## src/sv/gbc_pkg.sv

```systemverilog
// Package for the gyro bias calibrate-and-correct block.
// Holds the control state type, the lane control struct and shared codes.
// No dependencies.
package gbc_pkg;

   localparam logic       KIND_START        = 1'b0;
   localparam logic       KIND_SAMPLE       = 1'b1;
   localparam logic       RSP_SAMPLE        = 1'b0;
   localparam logic       RSP_REPORT        = 1'b1;
   localparam logic [15:0] CAL_SAMPLES_RESET = 16'd200;
   localparam logic [15:0] COUNT_MAX         = 16'hFFFF;
   localparam int         DIV_STEPS         = 32;
   localparam int         STEP_W            = $clog2(DIV_STEPS);

   typedef enum logic [1:0] {
      ST_IDLE,
      ST_LOAD,
      ST_DIVIDE,
      ST_REPORT
   } ctrl_state_type;

   // Control shared by all three axis lanes
   typedef struct packed {
      logic clear;          // clear the running sum
      logic accumulate;     // add the sample into the sum
      logic load_dividend;  // start a division from the sum
      logic div_step;       // one restoring division step
      logic load_bias;      // take the quotient as the new bias
      logic bias_valid;     // subtract the bias from samples
   } lane_ctrl_type;

endpackage

```

## src/sv/gbc_lane.sv

```systemverilog
// One axis lane: running sum, bit-serial signed divider and bias correction.
// Depends on gbc_pkg.
module gbc_lane import gbc_pkg::*; (
   input  logic                clock,
   input  lane_ctrl_type       ctrl,
   input  logic signed [15:0]  rate,
   input  logic        [15:0]  divisor,
   output logic signed [15:0]  corr,
   output logic signed [15:0]  quot
);

   logic [31:0] sum_ff, sum_in;
   logic [15:0] bias_ff;
   logic [31:0] dvd_ff;
   logic [15:0] rem_ff;
   logic        neg_ff;

   logic [16:0] rem_shift;
   logic [16:0] rem_sub;
   logic        rem_ge;
   logic [15:0] quot_mag;

   always_comb begin
      sum_in = sum_ff;
      if (ctrl.clear) begin
         sum_in = 32'd0;
      end else if (ctrl.accumulate) begin
         sum_in = sum_ff + {{16{rate[15]}}, rate};
      end
   end

   // Restoring step: bring in the next dividend bit, subtract when it fits
   assign rem_shift = {rem_ff, dvd_ff[31]};
   assign rem_sub   = rem_shift - {1'b0, divisor};
   assign rem_ge    = rem_shift >= {1'b0, divisor};

   // Truncation toward zero: divide magnitudes, then restore the sign
   assign quot_mag = dvd_ff[15:0];
   assign quot     = neg_ff ? 16'(16'd0 - quot_mag) : quot_mag;

   assign corr = ctrl.bias_valid ? 16'(rate - bias_ff) : rate;

   always_ff @(posedge clock) begin
      sum_ff <= sum_in;
      if (ctrl.load_dividend) begin
         dvd_ff <= sum_ff[31] ? 32'(32'd0 - sum_ff) : sum_ff;
         rem_ff <= 16'd0;
         neg_ff <= sum_ff[31];
      end else if (ctrl.div_step) begin
         dvd_ff <= {dvd_ff[30:0], rem_ge};
         rem_ff <= rem_ge ? rem_sub[15:0] : rem_shift[15:0];
      end
      if (ctrl.load_bias) begin
         bias_ff <= quot;
      end
   end

endmodule

```

## src/sv/gbc_merge.sv

```systemverilog
// Result register that merges the three lane values into one transaction.
// Depends on gbc_pkg.
module gbc_merge import gbc_pkg::*; (
   input  logic               clock,
   input  logic               reset,
   input  logic               load,
   input  logic               kind,
   input  logic signed [15:0] val_x,
   input  logic signed [15:0] val_y,
   input  logic signed [15:0] val_z,
   input  logic               ok,
   output logic               free,
   output logic               rsp_valid,
   input  logic               rsp_stall,
   output logic               rsp_result_kind,
   output logic signed [15:0] rsp_out_x,
   output logic signed [15:0] rsp_out_y,
   output logic signed [15:0] rsp_out_z,
   output logic               rsp_cal_ok
);

   logic        valid_ff, valid_in;
   logic        kind_ff;
   logic [15:0] x_ff, y_ff, z_ff;
   logic        ok_ff;

   // Free when empty or draining this cycle
   assign free     = !valid_ff || !rsp_stall;
   assign valid_in = load || (valid_ff && rsp_stall);

   always_ff @(posedge clock) begin
      if (reset) begin
         valid_ff <= 1'b0;
      end else begin
         valid_ff <= valid_in;
      end
   end

   always_ff @(posedge clock) begin
      if (load) begin
         kind_ff <= kind;
         x_ff    <= val_x;
         y_ff    <= val_y;
         z_ff    <= val_z;
         ok_ff   <= ok;
      end
   end

   assign rsp_valid       = valid_ff;
   assign rsp_result_kind = kind_ff;
   assign rsp_out_x       = x_ff;
   assign rsp_out_y       = y_ff;
   assign rsp_out_z       = z_ff;
   assign rsp_cal_ok      = ok_ff;

endmodule

```

## src/sv/gyro_bias_calibrate_and_correct.sv

```systemverilog
// Gyro bias calibrate-and-correct: run control, three axis lanes, result register.
// A corrected sample or a failed-run report appears in the cycle after accept; a
// successful run's report follows a load step, 32 steps of the per-lane bit-serial
// divider and a report step held for a free result register, input stalled meanwhile.
// Else one transaction per cycle while that register is free. Synchronous active-high
// reset clears the run state and bias-valid flag and sets calibration_samples to 200.
module gyro_bias_calibrate_and_correct import gbc_pkg::*; (
   input  logic               clock,
   input  logic               reset,
   input  logic               req_valid,
   output logic               req_stall,
   input  logic               req_kind,
   input  logic               req_read_ok,
   input  logic signed [15:0] req_rate_x,
   input  logic signed [15:0] req_rate_y,
   input  logic signed [15:0] req_rate_z,
   output logic               rsp_valid,
   input  logic               rsp_stall,
   output logic               rsp_result_kind,
   output logic signed [15:0] rsp_out_x,
   output logic signed [15:0] rsp_out_y,
   output logic signed [15:0] rsp_out_z,
   output logic               rsp_cal_ok,
   input  logic               csr_wr_en,
   input  logic        [15:0] csr_wr_data
);

   ctrl_state_type state_ff, state_in;
   logic [15:0]       cal_ff;
   logic              calibrating_ff, calibrating_in;
   logic              bias_valid_ff, bias_valid_in;
   logic [15:0]       seen_ff, seen_in;
   logic [15:0]       good_ff, good_in;
   logic [STEP_W-1:0] step_ff, step_in;

   lane_ctrl_type     lane_ctrl;
   logic              accept;
   logic              out_free;
   logic              out_load;
   logic              out_kind;
   logic              out_ok;
   logic              sel_quot;
   logic              sel_zero;
   logic signed [15:0] corr_x, corr_y, corr_z;
   logic signed [15:0] quot_x, quot_y, quot_z;
   logic signed [15:0] val_x, val_y, val_z;
   logic [15:0]       seen_inc, good_inc;

   assign req_stall = (state_ff != ST_IDLE) || !out_free;
   assign accept    = req_valid && !req_stall;

   assign seen_inc = (seen_ff < COUNT_MAX) ? 16'(seen_ff + 16'd1) : seen_ff;
   assign good_inc = (good_ff < COUNT_MAX) ? 16'(good_ff + 16'd1) : good_ff;

   always_comb begin
      state_in       = state_ff;
      calibrating_in = calibrating_ff;
      bias_valid_in  = bias_valid_ff;
      seen_in        = seen_ff;
      good_in        = good_ff;
      step_in        = step_ff;
      lane_ctrl      = '0;
      out_load       = 1'b0;
      out_kind       = RSP_SAMPLE;
      out_ok         = bias_valid_ff;
      sel_quot       = 1'b0;
      sel_zero       = 1'b0;

      case (state_ff)
         ST_IDLE: begin
            if (accept && req_kind == KIND_START) begin
               lane_ctrl.clear = 1'b1;
               bias_valid_in   = 1'b0;
               calibrating_in  = 1'b1;
               seen_in         = 16'd0;
               good_in         = 16'd0;
               // Empty run: fail at once
               if (cal_ff == 16'd0) begin
                  calibrating_in = 1'b0;
                  out_load       = 1'b1;
                  out_kind       = RSP_REPORT;
                  out_ok         = 1'b0;
                  sel_zero       = 1'b1;
               end
            end else if (accept && calibrating_ff) begin
               if (req_read_ok) begin
                  lane_ctrl.accumulate = 1'b1;
                  good_in              = good_inc;
               end
               seen_in = seen_inc;
               if (seen_in >= cal_ff) begin
                  calibrating_in = 1'b0;
                  if (good_in == 16'd0 || good_in < (cal_ff >> 1)) begin
                     bias_valid_in = 1'b0;
                     out_load      = 1'b1;
                     out_kind      = RSP_REPORT;
                     out_ok        = 1'b0;
                     sel_zero      = 1'b1;
                  end else begin
                     state_in = ST_LOAD;
                  end
               end
            end else if (accept && req_read_ok) begin
               lane_ctrl.bias_valid = bias_valid_ff;
               out_load             = 1'b1;
            end
         end
         ST_LOAD: begin
            lane_ctrl.load_dividend = 1'b1;
            step_in                 = '0;
            state_in                = ST_DIVIDE;
         end
         ST_DIVIDE: begin
            lane_ctrl.div_step = 1'b1;
            step_in            = STEP_W'(step_ff + 1'b1);
            if (step_ff == STEP_W'(DIV_STEPS - 1)) begin
               state_in = ST_REPORT;
            end
         end
         ST_REPORT: begin
            // Hold until the result register can take the report
            if (out_free) begin
               lane_ctrl.load_bias = 1'b1;
               bias_valid_in       = 1'b1;
               out_load            = 1'b1;
               out_kind            = RSP_REPORT;
               out_ok              = 1'b1;
               sel_quot            = 1'b1;
               state_in            = ST_IDLE;
            end
         end
         default: begin
            state_in = ST_IDLE;
         end
      endcase
   end

   always_ff @(posedge clock) begin
      if (reset) begin
         state_ff       <= ST_IDLE;
         cal_ff         <= CAL_SAMPLES_RESET;
         calibrating_ff <= 1'b0;
         bias_valid_ff  <= 1'b0;
         seen_ff        <= 16'd0;
         good_ff        <= 16'd0;
         step_ff        <= '0;
      end else begin
         state_ff       <= state_in;
         calibrating_ff <= calibrating_in;
         bias_valid_ff  <= bias_valid_in;
         seen_ff        <= seen_in;
         good_ff        <= good_in;
         step_ff        <= step_in;
         if (csr_wr_en) begin
            cal_ff <= csr_wr_data;
         end
      end
   end

   gbc_lane u_lane_x (
      .clock   (clock),
      .ctrl    (lane_ctrl),
      .rate    (req_rate_x),
      .divisor (good_ff),
      .corr    (corr_x),
      .quot    (quot_x)
   );

   gbc_lane u_lane_y (
      .clock   (clock),
      .ctrl    (lane_ctrl),
      .rate    (req_rate_y),
      .divisor (good_ff),
      .corr    (corr_y),
      .quot    (quot_y)
   );

   gbc_lane u_lane_z (
      .clock   (clock),
      .ctrl    (lane_ctrl),
      .rate    (req_rate_z),
      .divisor (good_ff),
      .corr    (corr_z),
      .quot    (quot_z)
   );

   always_comb begin
      if (sel_zero) begin
         val_x = 16'sd0;
         val_y = 16'sd0;
         val_z = 16'sd0;
      end else if (sel_quot) begin
         val_x = quot_x;
         val_y = quot_y;
         val_z = quot_z;
      end else begin
         val_x = corr_x;
         val_y = corr_y;
         val_z = corr_z;
      end
   end

   gbc_merge u_merge (
      .clock           (clock),
      .reset           (reset),
      .load            (out_load),
      .kind            (out_kind),
      .val_x           (val_x),
      .val_y           (val_y),
      .val_z           (val_z),
      .ok              (out_ok),
      .free            (out_free),
      .rsp_valid       (rsp_valid),
      .rsp_stall       (rsp_stall),
      .rsp_result_kind (rsp_result_kind),
      .rsp_out_x       (rsp_out_x),
      .rsp_out_y       (rsp_out_y),
      .rsp_out_z       (rsp_out_z),
      .rsp_cal_ok      (rsp_cal_ok)
   );

endmodule

```

## config.mk

```make
export PLATFORM = sky130hd
export DESIGN_NAME = gyro_bias_calibrate_and_correct
export DESIGN_NICKNAME = d
export VERILOG_FILES = /design/src/sv/gbc_pkg.sv /design/src/sv/gbc_lane.sv /design/src/sv/gbc_merge.sv /design/src/sv/gyro_bias_calibrate_and_correct.sv
export SDC_FILE = /design/constraint.sdc
export NUM_CORES = 1
export LEC_CHECK = 0
export CAP_MARGIN = 20
export CORE_MARGIN = 4
export CORE_UTILIZATION = 50
export DETAILED_ROUTE_END_ITERATION = 12
export DONT_BUFFER_PORTS = 1
export GPL_TIMING_DRIVEN = 0
export SLEW_MARGIN = 40
export SYNTH_ARGS = -nofsm -noshare
export SYNTH_HDL_FRONTEND = slang
export SYNTH_SLANG_ARGS = --single-unit
```

## constraint.sdc

```tcl
create_clock -name clock -period 7.8 [get_ports clock]
set_clock_uncertainty 0.05 [all_clocks]
set_input_delay 0.39 -clock clock [delete_from_list [all_inputs] [get_ports clock]]
set_output_delay 0.39 -clock clock [all_outputs]
set_load 0.01 [all_outputs]
```

==> impl_results.md, run 1 <==
- DR vias: 25200
- Yosys top cell area share: 20.9%
- Port bufs: 0
- Layout Utilization: 55.5%
- Worst-path fanout max: 22
- Min Hold Slack: 31.8 ps
- Yosys reg bits: 399
- Post-DP HPWL: 64.9 mm
- VDD IR max: 142 µV
- ANT nets after route: 0
- Post-Synthesis Cell Area: 28400 µm²
- Wire length per cell: 20.6 µm
- CTS Buf Count: 49
- Residual DRC count: 0
- Post-DP Area: 29500 µm²
- Clock sink total: 399
- Share of cells above drive strength 1: 3.70%
- Hold Vio Cnt, Final: 0
- Clock power frac: 43.6%
- Cells after synthesis: 3283
- Distinct cell type count after synthesis: 70
- Met1 GRT Util: 36.3%
- Layout area overhead: 10.1%
- Final setup fails: 0
- Clock buffer depth: 3
- Crit path launch: seen_ff[3]
- Routability cong.: 0.939
- RSZ-0062 raised after global routing: no
- CTS Root Cell: clkbuf_16
- Worst Min Path Start: req_rate_z[8]
- Vias in the first global route: 24400
- DR vias/cell: 6.06
- Initial Util: 50.4%
- FF-to-FF Start: seen_ff[3]
- Die Width: 246 µm
- Startpoint Class: register
- Arrival time worst endpoint: 6760 ps
- Synth top area cells: edfxtp_1 21%, dfxtp_1 14%, ha_1 10%
- Final worst-path cycle share: 83.5%
- Post-synthesis async set-or-reset flop share: 0%
- Seq/Total Area, Yosys: 35.1%
- Average size of a mapped cell: 8.64 µm²
- Crit path capture type: register
- 1st-pass router iterations: 5
- Top-Level Pins: 123
- Initial antenna violation count: 1
- Initial DRC Count: 1878
- Combinational power share: 12.1%
- Die area: 60600 µm²
- Cells after DPL: 4045
- Worst setup endpoint: u_merge.rsp_out_z[8]
- Setup WS pre-CTS: 1280 ps
- Grt peak-use layer: met2
- Nets@finish: 3671
- H-tree Lvls: 2
- Max cap viols: 0
- Cell Rows: 87
- Reg power frac: 44.3%
- Non-Filler Instances: 4157
- Fmax: 154 MHz
- Maximum number of pins on one net before global-route repair: 46
- Post-CTS setup buffer count: 0
- Layout fillers: 5196
- Max-slew headroom: 38.7%
- Min Tclk post-route: 6510 ps
- First-pass GRT wire length: 133 mm
- Finished layout cell area: 31200 µm²
- P_leak: 12.6 nW
- Pwr Total: 5.15 mW
- Reg-to-Reg End: u_merge.rsp_out_z[8]
- NetSw: 1.37 mW
- Status: completed
- Clk slew on worst S/H paths: 60 ps
- Worst path required time: 8050 ps
- CTS tree: built
- Die H: 246 µm
- PD cells: 165 nW/µm²
- Slew @ Worst Pin: 920 ps
- Top_reg_cell synth: dfxtp_1
- Antenna Diode Count: 0
- Reg2Reg Depth: 23
- Latest clock arrival within the worst-skew pair: 610 ps
- Net Sw Frac: 26.7%
- Setup CP Type: register to register
- Met2 usage: 46.1%
- Largest area contributor in the netlist: edfxtp_1
- HP Class: input port to register
- Worst setup margin: 1290 ps
- Ys Warns: 0
- WL final: 85.5 mm
- Syn Nets: 3593
- Core area: 56300 µm²
- Grt met3 use: 3.66%
- GRT Overall Usage: 27.6%
- R2r setup slk: 1290 ps
- Hold buffer count at CTS: 21
- Max-slew violation count: 0
- Total gr overflow: 0
- Setup Total Neg Slack: 0 ps
- Post-cts resize count: 0
- Internal power: 3.78 mW
- Number of synthesized flops with an enable pin: 197
## power by group through the flow
stage | Combinational (mW) | Sequential (mW) | Clock [mW]
detailed placement | 0.601 | 2.33 | 0
global route | 0.697 | 2.29 | 2.38
floorplan | 0.471 | 2.31 | 0
CTS | 0.615 | 2.28 | 2.29
finish | 0.622 | 2.28 | 2.25
global placement | 0.585 | 2.33 | 0
## synthesized netlist by cell type, types with 87 or more instances
cell / count
dfxtp_1: 202
nor2_1: 338
xnor2_1: 134
inv_1: 157
xor2_1: 153
edfxtp_1: 197
a21oi_1: 239
ha_1: 230
o21ai_0: 231
nand3_1: 149
clkbuf_1: 120
nor3_1: 87
nand2_1: 229
## cell type report
| class | count | area (µm²) | area share [%] |
|---|---|---|---|
| multi-input combinational | 2591 | 17300 | 55.5 |
| sequential | 399 | 9960 | 31.9 |
| clock buffer | 63 | 1330 | 4.25 |
| tap | 756 | 946 | 3.03 |
| inverter | 157 | 589 | 1.89 |
| buffer | 136 | 522 | 1.67 |
| timing repair buffer | 27 | 324 | 1.04 |
| clock inverter | 28 | 220 | 0.705 |
## logic make-up (layout without fill, tap and decap cells)
kind of cell / Yosys count / after routing / synth area share, %
XOR/XNOR: 287 / 287 / 8.86
buffers and inverters: 293 / 411 / 3.88
AND/OR/NAND/NOR: 1078 / 1078 / 18.2
flip-flops: 399 / 399 / 35.1
adder cells (fa/ha/maj): 239 / 239 / 10.8
AO/OA/AOI/OAI: 914 / 914 / 20.5
multiplexers: 73 / 73 / 2.63
## layout by cell type, fill, tap and decap left out, drive strengths merged, types with 18 or more instances in the layout
| cell | n |
|---|---|
| a211oi | 68 |
| a21boi | 19 |
| a21o | 70 |
| a21oi | 239 |
| a22oi | 18 |
| a311oi | 18 |
| a31oi | 20 |
| and3 | 32 |
| buf | 22 |
| clkbuf | 183 |
| clkinv | 20 |
| dfxtp | 202 |
| dlygate4sd3 | 21 |
| edfxtp | 197 |
| ha | 230 |
| inv | 159 |
| mux2i | 60 |
| nand2 | 229 |
| nand2b | 40 |
| nand3 | 149 |
| nand4 | 35 |
| nor2 | 338 |
| nor2b | 30 |
| nor3 | 87 |
| nor4 | 18 |
| o211ai | 32 |
| o21a | 24 |
| o21ai | 233 |
| o31ai | 63 |
| o41ai | 24 |
| or3 | 30 |
| or4 | 29 |
| xnor2 | 134 |
| xor2 | 153 |
## worst min-delay path by stage
| stage | to | slack [ps] | cells past startpoint |
|---|---|---|---|
| final | u_merge.rsp_out_z[8] | 30 | 2 |
| after floorplan | u_lane_x.neg_ff | 360 | 0 |
| after CTS | u_merge.rsp_out_y[8] | 2 | 2 |
| after detailed placement | u_lane_x.neg_ff | 370 | 0 |
| after global placement | u_lane_x.neg_ff | 370 | 0 |
| after global routing | u_merge.rsp_out_x[13] | 6 | 2 |
## critical path, cell delays in order, from the launching register on
cell and delay [ps]:
dfxtp_1 300, clkbuf_1 290, and4_1 310, nand4_1 210, nor3_1 420, and3_1 290, nand4_1 360, and4_1 430
and3_1 240, xor2_1 150, ha_1 300, a21o_1 110, a21o_1 110, a21oi_1 60, o21ai_0 240, a31oi_1 110
nor3_1 250, nand2_1 180, o31ai_4 330, clkbuf_2 450, nor3_1 140, nor2_4 400, buf_8 260, buf_16 180
## routing by layer
layer  up-vias  part of all wire [%]
li1      12200                     -
met1     12000                    44
met2       767                    46
met3       205                   5.7
met4         2                   4.2
met5         -                 0.015
## registers in the layout, indices dropped and copies added, names as in the netlist, 2 cells and up
signal,flops
u_lane_y.bias_ff,16
u_merge.rsp_out_y,16
u_lane_y.dvd_ff,32
good_ff,16
u_merge.rsp_out_x,16
u_lane_z.dvd_ff,32
u_lane_y.sum_ff,32
u_lane_x.sum_ff,32
step_ff,5
u_lane_x.dvd_ff,32
seen_ff,16
u_lane_x.bias_ff,16
u_lane_z.sum_ff,32
u_lane_z.bias_ff,16
cal_ff,16
u_lane_y.rem_ff,16
u_lane_x.rem_ff,16
state_ff,2
u_merge.rsp_out_z,16
u_lane_z.rem_ff,16
(Power assumes the default switching activity.)
==> inputs of run 2 (changes only) <==
==> constraint.sdc (replaced) <==
create_clock -name clock -period 6.7 [get_ports clock]
set_clock_uncertainty 0.05 [all_clocks]
set_input_delay 0.335 -clock clock [delete_from_list [all_inputs] [get_ports clock]]
set_output_delay 0.335 -clock clock [all_outputs]
set_load 0.01 [all_outputs]
==> impl_results.md, run 2 (synthesized netlist as in run 1, its figures left out) <==
- Layout area overhead: 11.0%
- Max layer used: met5
- Startpoint Class: register
- First-pass GRT wire length: 133 mm (about the same)
- Slew @ Worst Pin: 880 ps (-39.6 ps)
- Total gr overflow: 0 (unchanged)
- Nets@finish: 3689 (+0.49%)
- Post-DP HPWL: 64.9 mm (about the same)
- Max-slew violation count: 0 (unchanged)
- Post-CTS setup buffer count: 0 (unchanged)
- Metal3 WL: 5.36 mm (+10%)
- Share of cells above drive strength 1: 3.86% (+0.16 points)
- Setup CP Type: register to register
- Max cap viols: 0 (unchanged)
- Worst-path fanout max: 22 (unchanged)
- Pwr Total: 6.06 mW (+18%)
- Worst setup margin: 511 ps (-778 ps)
- Final worst-path cycle share: 92.4% (+8.9 points)
- Hold Path Depth: 2 (unchanged)
- Final setup fails: 0 (unchanged)
- Routability cong.: 0.934 (-0.56%)
- Die H: 246 µm (unchanged)
- Min Hold Slack: 25.6 ps (-6.25 ps)
- H-tree Lvls: 2 (unchanged)
- CTS Buf Count: 48 (-2.0%)
- Met1 Wirelength: 36.9 mm (-1.7%)
- 1st-pass router iterations: 5 (unchanged)
- Vias in the first global route: 24300 (-0.42%)
- CTS Root Cell: clkbuf_16
- Met2 wire len: 39.5 mm (+0.41%)
- HP Class: input port to register
- Port bufs: 0 (unchanged)
- Min Tclk post-route: 6190 ps (-322 ps)
- Die area: 60600 µm² (unchanged)
- GRT Overall Usage: 27.5% (-0.095 points)
- CTS tree: built
- Fmax: 162 MHz (+5.2%)
- Clock buffer depth: 3 (unchanged)
- Initial Util: 50.4% (unchanged)
- Maximum number of pins on one net before global-route repair: 46 (unchanged)
- PD cells: 193 nW/µm² (+17%)
- Crit path capture type: register
- Clock sink total: 399 (unchanged)
- P_leak: 12.7 nW (+0.76%)
- Most frequent cells in the layout: 336 x nor2_1, 239 x a21oi_1, 231 x o21ai_0
- Initial DRC Count: 1777 (-5.4%)
- WL final: 85.0 mm (-0.56%)
- Hold Vio Cnt, Final: 0 (unchanged)
- VDD IR max: 181 µV (+27%)
- DR vias/cell: 6.01 (-0.69%)
- Core area: 56300 µm² (unchanged)
- Die Width: 246 µm (unchanged)
- Wire length per cell: 20.4 µm (-0.96%)
- Worst path required time: 6950 ps (-1100 ps)
- Latest clock arrival within the worst-skew pair: 600 ps (about the same)
- Layout Utilization: 55.9% (+0.41 points)
- Layout fillers: 5215 (+0.37%)
- Max-slew headroom: 41.3% (+2.6 points)
- Commonest non-fill, non-tap cell in the layout: nor2_1
- Status: completed
- Post-DP Area: 29500 µm² (about the same)
- Initial antenna violation count: 1 (unchanged)
- Top-Level Pins: 123 (unchanged)
- Residual DRC count: 0 (unchanged)
- Setup WS pre-CTS: -263 ps (-1550 ps)
- Finished layout cell area: 31500 µm² (+0.74%)
- Antenna Diode Count: 0 (unchanged)
- Reg2Reg Depth: 23 (unchanged)
- Cell Rows: 87 (unchanged)
- RSZ-0062 raised after global routing: no
- Clk slew on worst S/H paths: 60 ps (about the same)
- ANT nets after route: 0 (unchanged)
- DR vias: 25100 (-0.29%)
- Arrival time worst endpoint: 6430 ps (-330 ps)
## run 2: where the power goes
group | internal [mW] | total [mW] | switching, mW
combinational | 0.302 | 0.732 | 0.430
sequential | 2.59 | 2.66 | 0.0637
clock | 1.58 | 2.67 | 1.10
total | 4.47 | 6.06 | 1.59
## run 2: cell type report
| cell class | instances | area (µm²) | area share, % |
|---|---|---|---|
| multi-input combinational | 2591 | 17300 | 55.1 |
| sequential | 399 | 9960 | 31.7 |
| clock buffer | 61 | 1310 | 4.16 |
| tap | 756 | 946 | 3.01 |
| inverter | 157 | 589 | 1.87 |
| buffer | 135 | 517 | 1.64 |
| timing repair buffer | 47 | 507 | 1.61 |
| clock inverter | 28 | 287 | 0.911 |
## run 2: through the flow
step / setup TNS (ps) / cells
floorplan: 0 / 3283
global route: 0 / 4174
CTS: 0 / 4172
detailed placement: -6410 / 4045
finish: 0 / 4174
global placement: -128530 / 4039
## run 2: repair_timing
action,CTS,global route
hold endpoints to repair,36,0
gates cloned,0,0
resized for setup,0,1
hold buffers,39,0
setup endpoints to repair,42,22
## run 2: path summary, 6_finish.rpt
check / startpoint / end / slack, ps
max: seen_ff[3] / u_merge.rsp_out_z[8] / 510
max reg2reg: seen_ff[3] / u_merge.rsp_out_z[8] / 510
min: req_rate_y[2] / u_merge.rsp_out_y[2] / 30
min reg2reg: u_lane_x.sum_ff[31] / u_lane_x.neg_ff / 380
## run 2: worst max-delay path: stages, from the launching register on
cell      delay [ps]
dfxtp_1          300
clkbuf_1         290
and4_1           300
nand4_1          230
nor3_2           320
and3_1           270
nand4_1          350
and4_1           430
and3_1           240
xor2_1           150
ha_1             310
a21o_1           110
a21o_1           110
a21oi_1           60
o21ai_0          220
a31oi_1          110
nor3_1           240
nand2_1          180
o31ai_4          230
buf_4            340
nor3_1           130
nor2_4           420
buf_8            260
buf_8            210
## run 2: routing by layer
metal,up-vias,track usage [%]
met4,2,9.76
met2,742,46.3
met5,-,0
met3,162,4.40
li1,12300,-
met1,11900,35.8
==> inputs of run 3 (changes only) <==
--- a/config.mk
+++ b/config.mk
@@ -7,10 +7,11 @@
 export LEC_CHECK = 0
 export CAP_MARGIN = 20
 export CORE_MARGIN = 4
-export CORE_UTILIZATION = 50
+export CORE_UTILIZATION = 55
 export DETAILED_ROUTE_END_ITERATION = 12
 export DONT_BUFFER_PORTS = 1
 export GPL_TIMING_DRIVEN = 0
+export PLACE_DENSITY = 0.7
 export SLEW_MARGIN = 40
 export SYNTH_ARGS = -nofsm -noshare
 export SYNTH_HDL_FRONTEND = slang
==> impl_results.md, run 3 (synthesized netlist as in run 1, its figures left out) <==
- Status: completed
- DR vias: 25600 (+2.2%)
- CTS Root Cell: clkbuf_16
- Top-Level Pins: 123 (unchanged)
- ANT nets after route: 0 (unchanged)
- Hold Path Depth: 3 (+1)
- Vias in the first global route: 24500 (+1.1%)
- Maximum number of pins on one net before global-route repair: 47 (+2.2%)
- Crit path capture type: register
- Share of cells above drive strength 1: 3.86% (-0.0056 points)
- Setup CP Type: register to register
- FF-to-FF Start: seen_ff[3]
- Initial antenna violation count: 0 (-1)
- Total gr overflow: 0 (unchanged)
- Non-Filler Instances: 4095 (-1.9%)
- CP max stage delay: 450 ps (+20 ps)
- Slew @ Worst Pin: 914 ps (+33.3 ps)
- Worst-path fanout max: 22 (unchanged)
- Antenna Diode Count: 0 (unchanged)
- Clock sink total: 399 (unchanged)
- Clock buffer depth: 3 (unchanged)
- Net Sw Frac: 25.9% (-0.32 points)
- Initial Util: 56.1% (+5.7 points)
- Residual DRC count: 0 (unchanged)
- Die Width: 235 µm (-4.5%)
- CTS tree: built
- Internal power: 4.49 mW (+0.54%)
- Max cap viols: 0 (unchanged)
- Latest clock arrival within the worst-skew pair: 590 ps (about the same)
- Cells after DPL: 3961 (-2.1%)
- Clk slew on worst S/H paths: 60 ps (about the same)
- 1st-pass router iterations: 5 (unchanged)
- Worst Min Path Start: reset
- Initial DRC Count: 1909 (+7.4%)
- H-tree Lvls: 2 (unchanged)
- Min Tclk post-route: 6320 ps (+131 ps)
- Max-slew headroom: 39.1% (-2.2 points)
- Combinational power share: 12.2% (about the same)
- PD cells: 193 nW/µm² (+0.25%)
- GRT Overall Usage: 28.9% (+1.4 points)
- Port bufs: 0 (unchanged)
- Crit path launch: seen_ff[3]
- HP Class: input port to register
- Reg power frac: 43.8% (about the same)
- Fmax: 158 MHz (-2.1%)
- Layout area overhead: 10.8%
- Nets@finish: 3693 (+0.11%)
- Reg-to-Reg End: u_merge.rsp_out_z[13]
- Min Hold Slack: 48.4 ps (+22.9 ps)
- Commonest non-fill, non-tap cell in the layout: nor2_1
- First-pass GRT wire length: 131 mm (-1.7%)
- Max-slew violation count: 0 (unchanged)
- Cell Rows: 82 (-5.7%)
- Clock power frac: 44.1% (about the same)
- Final setup fails: 0 (unchanged)
- Wire length per cell: 20.5 µm (+0.61%)
- RSZ-0062 raised after global routing: no
- DR vias/cell: 6.26 (+4.2%)
- Die H: 235 µm (-4.5%)
- Core area: 50600 µm² (-10%)
- R2r setup slk: 380 ps (-130 ps)
- Startpoint Class: register
- P_leak: 12.8 nW (+0.28%)
- Finished layout cell area: 31400 µm² (-0.15%)
- Die area: 55300 µm² (-8.8%)
- Worst Hold End: state_ff[1]
- NetSw: 1.57 mW (-1.1%)
- Arrival time worst endpoint: 6550 ps (+120 ps)
- Post-DP Area: 29300 µm² (-0.36%)
- Post-DP HPWL: 63.4 mm (-2.3%)
- Worst path required time: 6930 ps (-20 ps)
- Final worst-path cycle share: 94.3% (+1.9 points)
- VDD IR max: 168 µV (-7.2%)
- Reg2Reg Depth: 24 (+4.3%)
- Hold Vio Cnt, Final: 0 (unchanged)
- CP cell instances: clkbuf_1 -> and4_1 -> nand4_1 -> nor3_2 -> and3_1 -> nand4_1 -> and4_1 -> and3_1 -> xor2_1 -> ha_1 -> a21o_1 -> a21o_1 -> a21oi_1 -> o21ai_0 -> a31oi_1 -> nor3_1 -> nand2_1 -> o31ai_4 -> buf_2 -> nor3_1 -> nor2_4 -> buf_12 -> buf_8 -> buf_8
- CTS Buf Count: 48 (unchanged)
- Routability cong.: 0.977 (+4.6%)
- Slowest CP cell: and4_1
- Most frequent cells in the layout: 336 x nor2_1, 239 x a21oi_1, 231 x o21ai_0
- WL final: 83.9 mm (-1.3%)
run 3: cell types whose count changed in the layout (fill, tap and decap cells not counted), moves of 2 or more:
cell	delta
clkbuf_1	+8
clkinv_2	-6
clkbuf_16	+3
clkinvlp_4	-3
buf_4	+2
bufinv_16	-2
clkbuf_8	+2
inv_4	+2
run 3: worst max-delay path, delay by kind of cell, from the launching register on:
family / cells / cell delay [ps]
flip-flops: 1 / 300
AND/OR/NAND/NOR: 11 / 2880
adder cells (fa/ha/maj): 1 / 300
XOR/XNOR: 1 / 170
buffers and inverters: 5 / 1270
AO/OA/AOI/OAI: 6 / 1010
run 3: metrics by stage:
step | TNS, ps | utilization (%) | worst slack [ps] | total power, mW
after floorplan | 0 | - | 400 | 3.24
after global placement | -124800 | 57.7 | -2390 | 3.38
after detailed placement | -1560 | 58.0 | -72.6 | 3.40
after CTS | 0 | 62.0 | 216 | 6.09
after global routing | 0 | 62.1 | 74.7 | 6.30
final | 0 | 62.1 | 380 | 6.07
run 3: layout make-up:
class / instances / area [µm²]
plain buffers: 136 / 522
clock buffers: 73 / 1440
clock inverters: 17 / 174
fillers: 4376 / 19200
inverters: 157 / 589
multi-input cells: 2591 / 17300
flip-flops and latches: 399 / 9960
well taps: 672 / 841
repair buffers: 50 / 543
run 3: repair_timing:
item	4_1_cts	5_1_grt
setup buffers	0	5
pin swaps	0	1
endpoints found under the setup margin	22	22
resized for setup	1	2
endpoints found under the hold margin	35	0
hold buffers	38	0
run 3: power by group through the flow:
stage / Sequential [mW] / Clock (mW) / Combinational [mW]
final: 2.66 / 2.67 / 0.737
after global routing: 2.66 / 2.81 / 0.819
after CTS: 2.66 / 2.71 / 0.721
after detailed placement: 2.71 / 0 / 0.695
after global placement: 2.71 / 0 / 0.675
after floorplan: 2.69 / 0 / 0.548
run 3: worst max-delay path by stage:
stage,to,slack (ps),cells past startpoint
2_1_floorplan,u_merge.rsp_cal_ok,400,21
3_3_place_gp,u_merge.rsp_out_z[13],-2390,21
3_5_place_dp,u_merge.rsp_out_z[13],-70,23
4_1_cts,u_merge.rsp_out_z[10],220,23
5_1_grt,u_merge.rsp_out_z[10],70,24
6_report,u_merge.rsp_out_z[13],380,24
run 3: layer usage:
metal,GRT usage [%],routed length (µm),up-vias
li1,-,-,12300
met1,38.3,36000,12200
met2,47.3,38500,983
met3,3.65,5540,216
met4,13.3,3850,0
met5,0,0,-
